[src/design/rma_pkg.sv]
// Package: shared constants, types and the arctangent table for the rotation accumulator.
`timescale 1ns / 1ps
package rma_pkg;
  localparam int ENTRY_WIDTH_DEF = 18;
  localparam int ANGLE_WIDTH_DEF = 16;
  localparam int CORDIC_STEPS    = 16;
  localparam int STEP_BITS       = 4;
  localparam int CS_SHIFT        = 30;
  localparam int CS_WIDTH        = 33;
  localparam logic signed [CS_WIDTH-1:0] GAIN_INV = 33'sd652032874;

  localparam logic [1:0] OP_X    = 2'd0;
  localparam logic [1:0] OP_Y    = 2'd1;
  localparam logic [1:0] OP_Z    = 2'd2;
  localparam logic [1:0] OP_NONE = 2'd3;

  typedef struct packed {
    logic [1:0]  opcode;
    logic [31:0] phase;
  } cmd_t;

  function automatic logic signed [CS_WIDTH-1:0] atan_turn(input logic [STEP_BITS-1:0] i);
    case (i)
      4'd0:  atan_turn = 33'sd536870912;
      4'd1:  atan_turn = 33'sd316933406;
      4'd2:  atan_turn = 33'sd167458907;
      4'd3:  atan_turn = 33'sd85004756;
      4'd4:  atan_turn = 33'sd42667331;
      4'd5:  atan_turn = 33'sd21354465;
      4'd6:  atan_turn = 33'sd10679838;
      4'd7:  atan_turn = 33'sd5340245;
      4'd8:  atan_turn = 33'sd2670163;
      4'd9:  atan_turn = 33'sd1335087;
      4'd10: atan_turn = 33'sd667544;
      4'd11: atan_turn = 33'sd333772;
      4'd12: atan_turn = 33'sd166886;
      4'd13: atan_turn = 33'sd83443;
      4'd14: atan_turn = 33'sd41722;
      default: atan_turn = 33'sd20861;
    endcase
  endfunction
endpackage

[src/design/rma_front.sv]
// Front end: accepts axis/angle items, forms the phase, holds a two-entry queue.
`timescale 1ns / 1ps
module rma_front #(
  parameter int ANGLE_WIDTH = rma_pkg::ANGLE_WIDTH_DEF
) (
  input  logic                          clk,
  input  logic                          rst,
  input  logic                          in_valid,
  output logic                          in_ready,
  input  logic [1:0]                    in_opcode,
  input  logic signed [ANGLE_WIDTH-1:0] in_angle,
  output logic                          q_valid,
  input  logic                          q_ready,
  output rma_pkg::cmd_t                 q_cmd
);
  import rma_pkg::*;

  cmd_t       slot [2];
  logic       wr_ptr;
  logic       rd_ptr;
  logic [1:0] count;
  logic       push;
  logic       pop;
  cmd_t       incoming;

  assign in_ready = (count != 2'd2);
  assign q_valid  = (count != 2'd0);
  assign q_cmd    = slot[rd_ptr];
  assign push     = in_valid && in_ready;
  assign pop      = q_valid && q_ready;

  always_comb begin
    incoming.opcode = in_opcode;
    incoming.phase  = {in_angle, {(32 - ANGLE_WIDTH){1'b0}}};
  end

  always_ff @(posedge clk) begin
    if (push) begin
      slot[wr_ptr] <= incoming;
    end
    if (rst) begin
      wr_ptr <= 1'b0;
      rd_ptr <= 1'b0;
      count  <= 2'd0;
    end else begin
      if (push) wr_ptr <= ~wr_ptr;
      if (pop) rd_ptr <= ~rd_ptr;
      count <= count + {1'b0, push} - {1'b0, pop};
    end
  end
endmodule

[config.mk]
export PLATFORM = sky130hd
export DESIGN_NAME = rma_front
export DESIGN_NICKNAME = d
export VERILOG_FILES = /design/src/design/rma_pkg.sv /design/src/design/rma_front.sv
export SDC_FILE = /design/constraint.sdc
export NUM_CORES = 1
export LEC_CHECK = 0
export BUFFER_PORTS_ARGS = -buffer_cell sky130_fd_sc_hd__buf_2
export CORE_MARGIN = 2
export CORE_UTILIZATION = 44
export DETAILED_ROUTE_END_ITERATION = 8
export PLACE_DENSITY = 0.72
export SKIP_LAST_GASP = 1
export SLEW_MARGIN = 20
export SYNTH_ARGS = -nofsm -noshare
export SYNTH_HDL_FRONTEND = slang
export SYNTH_SLANG_ARGS = --single-unit
[constraint.sdc]
create_clock -name clk -period 1.7 [get_ports clk]
set_input_delay 0.255 -clock clk [delete_from_list [all_inputs] [get_ports clk]]
set_output_delay 0.255 -clock clk [all_outputs]
set_load 0.01 [all_outputs]
# After elaboration in Yosys (flattened, before gate mapping)
# Memory sizes are Yosys's and may differ from the RTL's. A register that Yosys moved wholly into a read port is not among the register bits.
# Index checks and enable logic that the tools add are counted.
# totals
elab_cells	16
in_bits	22
n_memories	1
reg_bits	4
output_inout_bits	36
ramBits	36
# classes
n_eq_ne	1
addsub	2
mux	4
reduce_logical	3
bitwise_logic	2
# mem_list
name	depth	width	read_ports	rd_ports_with_merged_regs	wr	line	text
slot	2	18	1	1	1	rma_front.sv:18	cmd_t slot [2];
# op_table
cell	count
$mux W1	4
$add A2 B1 Y2	1
$logic_and A1 B1 Y1	2
$ne A2 B2 Y1 const B	1
$not A1 Y1	2
$reduce_bool A2 Y1	1
$sub A2 B1 Y2	1

# Logic depth before layout (Yosys ltp)
# Gate-level depths: netlist (run 1).
# depth
word_depth	4
mapped_depth	8

# Worst setup path before layout (run 1)
# Ideal clock, no wire load.
# synth_path
path_kind	register to register
start	register count[0]
end	memory slot[0][0] (netlist name) (enable)
n_path_buf	0
t_required_ps	1308
setup_slack_ps	-62
synth_period_minus_slack_ps	1762
setup_ps	392
path_stages_with_launch	4
arrival_ps	1369
cell_sequence	dfxtp_1 > nand2b_2 > nand2_2 > nor2_1
# synth_via
elab_chain_len	4
# synth_rtl
element	line	text
from (decl)	rma_front.sv:21	logic [1:0] count;
from (signal assigned)	rma_front.sv:48	count <= count + {1'b0, push} - {1'b0, pop};
$ne A2 B2 Y1	rma_front.sv:26	assign in_ready = (count != 2'd2);
via in_ready	rma_front.sv:9	output logic in_ready,
$logic_and A1 B1 Y1	rma_front.sv:29	assign push = in_valid && in_ready;
$mux W1	rma_front.sv:38	if (push) begin
$mux W1 (not written as such)	rma_front.sv:39	slot[wr_ptr] <= incoming;
to (decl)	rma_front.sv:18	
# The timed path passes the listed nets, and every way through them passes these cells.

# Worst setup path in the final report (run 1)
# layout_path
start	register count[0]
end	register count[1]
# layout_via
elab_chain_len	4
elab_cells_between_ends	6
cone_classes	add/sub: 2; eq/ne: 1; reduce/logical: 3
# layout_rtl
element	line
$ne A2 B2 Y1	rma_front.sv:26
$logic_and A1 B1 Y1	rma_front.sv:29
$add A2 B1 Y2	rma_front.sv:48
$sub A2 B1 Y2 *	rma_front.sv:48
# Every way passes the cells marked *; elsewhere a longest branch is shown, timed or not.
# A chain may end at the register's enable or synchronous reset.

==> metrics, run 1 <==
Hold Crit Class primary input to flip-flop; largest net degree at the start of global routing 19; Initial Utilization about 46%; post-synth top area cell edfxtp_1; core area approximately 0.0037 mm²; CTS tree yes; vias in the first global route 826; cell mode on critical path ha_1; Worst VDD drop around 0.00067 V; crit path time final around 1600 ps; Cell Chain, Critical Path nand2b_2 -> nand2_2 -> ha_1 -> inv_1 -> ha_1 -> xor2_1 -> xnor2_1 -> nor2_1; Setup Fix Bufs, Post-CTS 0; min-delay src in_angle[11]; WL met1 about 950 µm; cell family with most CP delay adder cells; PnR worst setup slack 127 ps; Initial DRT Pass Iterations 4; CP required approximately 1900 ps; hold path cells 1; Die H approximately 66 µm; post-route ant nets 0; hold slack approximately 160 ps; final setup fails 0; WHS Endpoint slot[0][11]; Post-Syn Area around 0.0017 mm²; post-synthesis register bit count 41; unrepaired setup endpoints after global routing no; fillers 320; pre-CTS setup slack ~120 ps; CP peak stage delay approximately 370 ps; Peak Freq between 0.6 and 0.7 GHz; most frequent cells in the layout buf_2, edfxtp_1, conb_1, mux2_4, mux2_2; syn_area_per_cell about 18 µm²; Leak roughly 0.00085 µW; clock sink count 41; wire length on met3 126 µm; Final period util about 93%; area share of the largest cell type after synthesis a little under two thirds; initial antenna violation count 0; Die Wd 66.3 µm; Worst path slowest cell dfxtp_1; number of H-tree levels 2; Num CTS Buffers 5; Startpoint Class flip-flop; Resized cells post-CTS 0; DRC 0; Clock transition at path regs ~80 ps; total gr overflow 0; outcome finished, final reports clean; Ports slightly below 60; DR vias/cell about 4.3; 1st-iter DRT viols 12; Area Overhead vs Synth 19.1%; GP Congestion 0.622; crit path max fanout 4; YS warnings 0; Post-Route WL ~2400 µm; commonest non-fill, non-tap cell in the layout buf_2; Design Area, Final 0.00203 mm²; Worst R2R End count[1]; placed insts ~190; site row count 22; Area contributors post-synth edfxtp_1, mux2_4, buf_4, dfxtp_1, mux2_2; WP data arrival approximately 1800 ps; Gate Count Post-Synth 97; CTS Root Cell clkbuf_8; layout cells sized above 1 ~52%; Final Hold Viols 0; post-DP HPWL 1780 µm; Power Density between 1000 and 1500 mW/mm²; fin. max-slew vios 0; Diodes inserted 0; hold-fix buffers at CTS 0; max_cap viols 0; FF-to-FF Start count[0]; die area between 0.004 and 0.005 mm²; Cell Count, Final, Fillers Out just under 200; DP Area 0.00192 mm²; CTS Buffer Depth 2; Seq/Total Area, Yosys 69.3%; via count 835; WP buf/inv 1; highest metal used met4; later-pin clock latency in the skew report approximately 280 ps; Port Buffer Count between 40 and 50; wire length on met2 1320 µm; post-route clock skew between 5 and 6 ps; first-pass GRT wire length around 3600 µm; DR WL/cell 12.3 µm; crit path kind flip-flop to flip-flop; CP endpoint kind flip-flop; Synth cell types 18; FF-to-FF path depth 8; global-route usage over all layers a little under an eighth; nets approximately 170; final setup TNS 0 ps; reg2reg setup slack 130 ps
==> Yosys cell counts, drive strengths merged <==
| cell | instances |
|---|---|
| o21a | 1 |
| mux2 | 19 |
| ha | 2 |
| dfxtp | 5 |
| xnor2 | 2 |
| or2 | 1 |
| edfxtp | 36 |
| inv | 1 |
| nor2b | 2 |
| and3 | 1 |
| nand2b | 1 |
| conb | 1 |
| buf | 18 |
| xor2 | 1 |
| nand2 | 1 |
| nor2 | 5 |
==> layer usage <==
layer | vias up | global-route usage [%]
met1 | 394 | 11.7
met4 | 0 | 4.59
met5 | - | 0
li1 | 416 | -
met2 | 21 | 21.1
met3 | 4 | 3.58
==> worst max path at each step <==
stage          startpoint  endpoint  slack (ps)  cells after the start
6_report         count[0]  count[1]         130                      8
3_5_place_dp     count[0]  count[1]         120                      8
2_1_floorplan    count[0]  count[1]         210                      8
4_1_cts          count[0]  count[1]         110                      8
5_1_grt          count[0]  count[1]           4                      8
3_3_place_gp     count[1]  count[1]         220                      7
==> flip-flops by register name, indices dropped and copies added, names as in the netlist, named ones only <==
name,count
count,2
slot,36
wr_ptr,1
rd_ptr,1
==> per-stage QoR <==
stage | total power, µW | util [%]
final | 2880 | 55.1
after global routing | 3030 | 55.1
after floorplan | 1950 | -
after global placement | 2160 | 52.2
after detailed placement | 2190 | 52.2
after CTS | 2920 | 55.1
==> where the power goes <==
part,switching (µW),leakage (µW),internal (µW)
Sequential,56.6,0.000378,1270
Combinational,391,0.000414,428
Clock,297,0.0000552,435
==> final cells by class <==
class | instances | area [µm²] | area share, %
flip-flops and latches | 41 | 1180 | 58.1
repair buffers | 46 | 243 | 11.9
inverters | 1 | 3.75 | 0.185
clock inverters | 2 | 35.0 | 1.72
well taps | 48 | 60.1 | 2.96
clock buffers | 6 | 72.6 | 3.57
multi-input cells | 52 | 437 | 21.5
==> logic make-up (layout without fill, tap and decap cells) <==
| family | Yosys count | in the layout | synth area share (%) |
|---|---|---|---|
| AOI/OAI and AO/OA | 1 | 1 | 0.514 |
| xor gates and xnor gates | 3 | 3 | 1.54 |
| adders and majority gates | 2 | 2 | 1.47 |
| buffers and inverters | 19 | 55 | 8.58 |
| DFF | 41 | 41 | 69.3 |
| muxes | 19 | 19 | 15.0 |
| other | 1 | 16 | 0.220 |
| and+or+nand+nor | 11 | 11 | 3.45 |
Note: power is estimated with default switching activity, not from simulation.
==> inputs of run 2 (changes only) <==
==> constraint.sdc (replaced) <==
create_clock -name clk -period 1.7 [get_ports clk]
set_input_delay 0.34 -clock clk [delete_from_list [all_inputs] [get_ports clk]]
set_output_delay 0.34 -clock clk [all_outputs]
set_load 0.01 [all_outputs]
==> run 2 against run 1 <==
Sequential share of layout area down 0.32 points. Clock power rose by 1%. Largest cell class unchanged. Clock skew increased by 1.6 ps. Setup slack got worse by 52 ps. Routed wire length up 0.17%. Die area did not move. Sequential power is essentially flat. Utilization rose by 0.31 points. First-iteration DRC count down 33%.
==> metrics, run 2 (same netlist as run 1, synthesis figures left out) <==
outcome finished, final reports clean (unchanged); max_cap viols 0 (unchanged); Worst R2R End count[1] (unchanged); GP Congestion 0.622 (about the same); layout cells sized above 1 52.7% (was 52.0%); Clk network pwr share 25.6% (was 25.4%); min-delay src in_angle[11] (unchanged); Largest regs slot (36), count (2) (unchanged); CTS Buffer Depth 2 (unchanged); later-pin clock latency in the skew report 280 ps (about the same); post-route clock skew 7.35 ps (was 5.70 ps); WP buf/inv 2 (was 1); via count 850 (was 835); Post-Route WL 2420 µm (about the same); 1st-iter DRT viols 8 (was 12); core area 0.00369 mm² (unchanged); initial antenna violation count 0 (unchanged); Worst path slowest cell dfxtp_1 (unchanged); crit path kind flip-flop to output pin (was flip-flop to flip-flop); Port Buffer Count 41 (unchanged); FF-to-FF Start count[1] (was count[0]); CTS Root Cell clkbuf_8 (unchanged); Post-Route Utilization 55.4% (was 55.1%); WP data arrival 1280 ps (was 1750 ps); Num CTS Buffers 5 (unchanged); number of H-tree levels 2 (unchanged); final setup fails 0 (unchanged); FF-to-FF path depth 8 (unchanged); switching power total 755 µW (was 745 µW); Cell Chain, Critical Path buf_4 -> mux2_4 -> buf_2 (was nand2b_2 -> nand2_2 -> ha_1 -> inv_1 -> ha_1 -> xor2_1 -> xnor2_1 -> nor2_1); Ports 58 (unchanged); Hold Crit Class primary input to flip-flop (unchanged); commonest non-fill, non-tap cell in the layout buf_2 (unchanged); die area 0.00439 mm² (unchanged); Initial DRT Pass Iterations 2 (was 4); total gr overflow 0 (unchanged); Peak Freq 0.615 GHz (was 0.636 GHz); unrepaired setup endpoints after global routing yes (was no); post-route ant nets 0 (unchanged); Die Wd 66.3 µm (unchanged); Area Overhead vs Synth 19.8% (was 19.1%); crit path max fanout 10 (was 4); switching part of the total 26.1% (was 25.9%); Seq pwr share 45.9% (was 46.1%); Diodes inserted 0 (unchanged); Initial Utilization 46.2% (unchanged); fillers 322 (was 320); Leak 0.000847 µW (about the same); vias in the first global route 838 (was 826); Startpoint Class flip-flop (unchanged); pre-CTS setup slack 107 ps (was 122 ps); post-DP HPWL 1790 µm (was 1780 µm); crit path time final 1620 ps (was 1570 ps); most frequent cells in the layout buf_2, edfxtp_1, conb_1, mux2_4, mux2_2 (unchanged); Multi-input gate area 444 µm² (was 437 µm²); design internal power 2140 µW (was 2130 µW); max FFs per register 36 (unchanged); nets 171 (unchanged); CTS tree yes (unchanged); PnR worst setup slack 75.2 ps (was 127 ps); Clock transition at path regs 70 ps (was 80 ps); global-route usage over all layers 11.6% (was 11.4%); reg2reg setup slack 100 ps (was 130 ps); site row count 22 (unchanged); DRC 0 (unchanged); Worst VDD drop 0.000863 V (was 0.000670 V); Combinational Power Share 28.5% (about the same); WHS Endpoint slot[0][11] (unchanged); clock sink count 41 (unchanged); Final Hold Viols 0 (unchanged); CP endpoint kind output pin (was flip-flop); Biggest register slot (unchanged); first-pass GRT wire length 3670 µm (was 3630 µm); largest net degree at the start of global routing 19 (unchanged); Power Density 1420 mW/mm² (about the same); CP required 1360 ps (was 1870 ps); DR WL/cell 12.4 µm (was 12.3 µm); Final period util 95.6% (was 92.5%); fin. max-slew vios 0 (unchanged); CP peak stage delay 330 ps (was 370 ps); DR vias/cell 4.34 (was 4.26); hold path cells 1 (unchanged); Die H 66.3 µm (unchanged); register area 0.00118 mm² (unchanged); cell family with most CP delay buffers and inverters (was adder cells)
run 2: worst max-delay path by stage:
stage / from / endpoint / slack, ps / depth (start not counted)
3_5_place_dp: count[0] / count[1] / 110 / 8
2_1_floorplan: count[0] / count[1] / 210 / 8
5_1_grt: flip-flop / q_cmd[31] / -8 / 3
3_3_place_gp: q_ready / count[1] / 210 / 8
6_report: flip-flop / q_cmd[25] / 80 / 3
4_1_cts: flip-flop / q_cmd[32] / 50 / 3
run 2: what timing repair did:
action                                  4_1_cts  5_1_grt
hold buffers                                  0        0
resized for setup                             0        1
setup buffers                                 0        0
endpoints found under the setup margin        0        7
run 2: layout make-up:
cell class              count  share of cell area (%)
clock buffers               6                    3.55
clock inverters             2                    1.90
well taps                  48                    2.94
inverters                   1                   0.184
flip-flops and latches     41                    57.8
repair buffers             46                    11.9
multi-input cells          52                    21.7
run 2: power by group through the flow:
| stage | clock, µW | combinational [µW] | sequential [µW] |
|---|---|---|---|
| 6_report | 741 | 826 | 1330 |
| 5_1_grt | 807 | 912 | 1350 |
| 4_1_cts | 764 | 841 | 1330 |
| 3_5_place_dp | 0 | 837 | 1350 |
| 3_3_place_gp | 0 | 819 | 1340 |
| 2_1_floorplan | 0 | 613 | 1340 |
run 2: stage by stage:
step | power (µW) | instances | instance area (µm²) | TNS [ps] | hold WS (ps)
6_report | 2900 | 196 | 2040 | 0 | 244
5_1_grt | 3070 | 196 | 2040 | -25.4 | 228
4_1_cts | 2930 | 196 | 2040 | 0 | 233
3_5_place_dp | 2190 | 188 | 1920 | 0 | 507
3_3_place_gp | 2160 | 188 | 1920 | 0 | 517
2_1_floorplan | 1950 | 112 | 1760 | 0 | 412
run 2: per-layer routing:
metal / vias to the layer above / GRT usage, % / wire length, µm
li1: 416 / - / -
met1: 406 / 12.9 / 941
met2: 22 / 20.0 / 1320
met3: 6 / 3.58 / 129
met4: 0 / 5.36 / 31
met5: - / 0 / 0
run 2: worst register-to-register path: stages (launching register included):
cell and delay [ps]:
dfxtp_1 450, nand2b_2 110, nand2_2 120, ha_1 230
inv_1 60, ha_1 190, xor2_2 160, xnor2_1 130
nor2_1 60
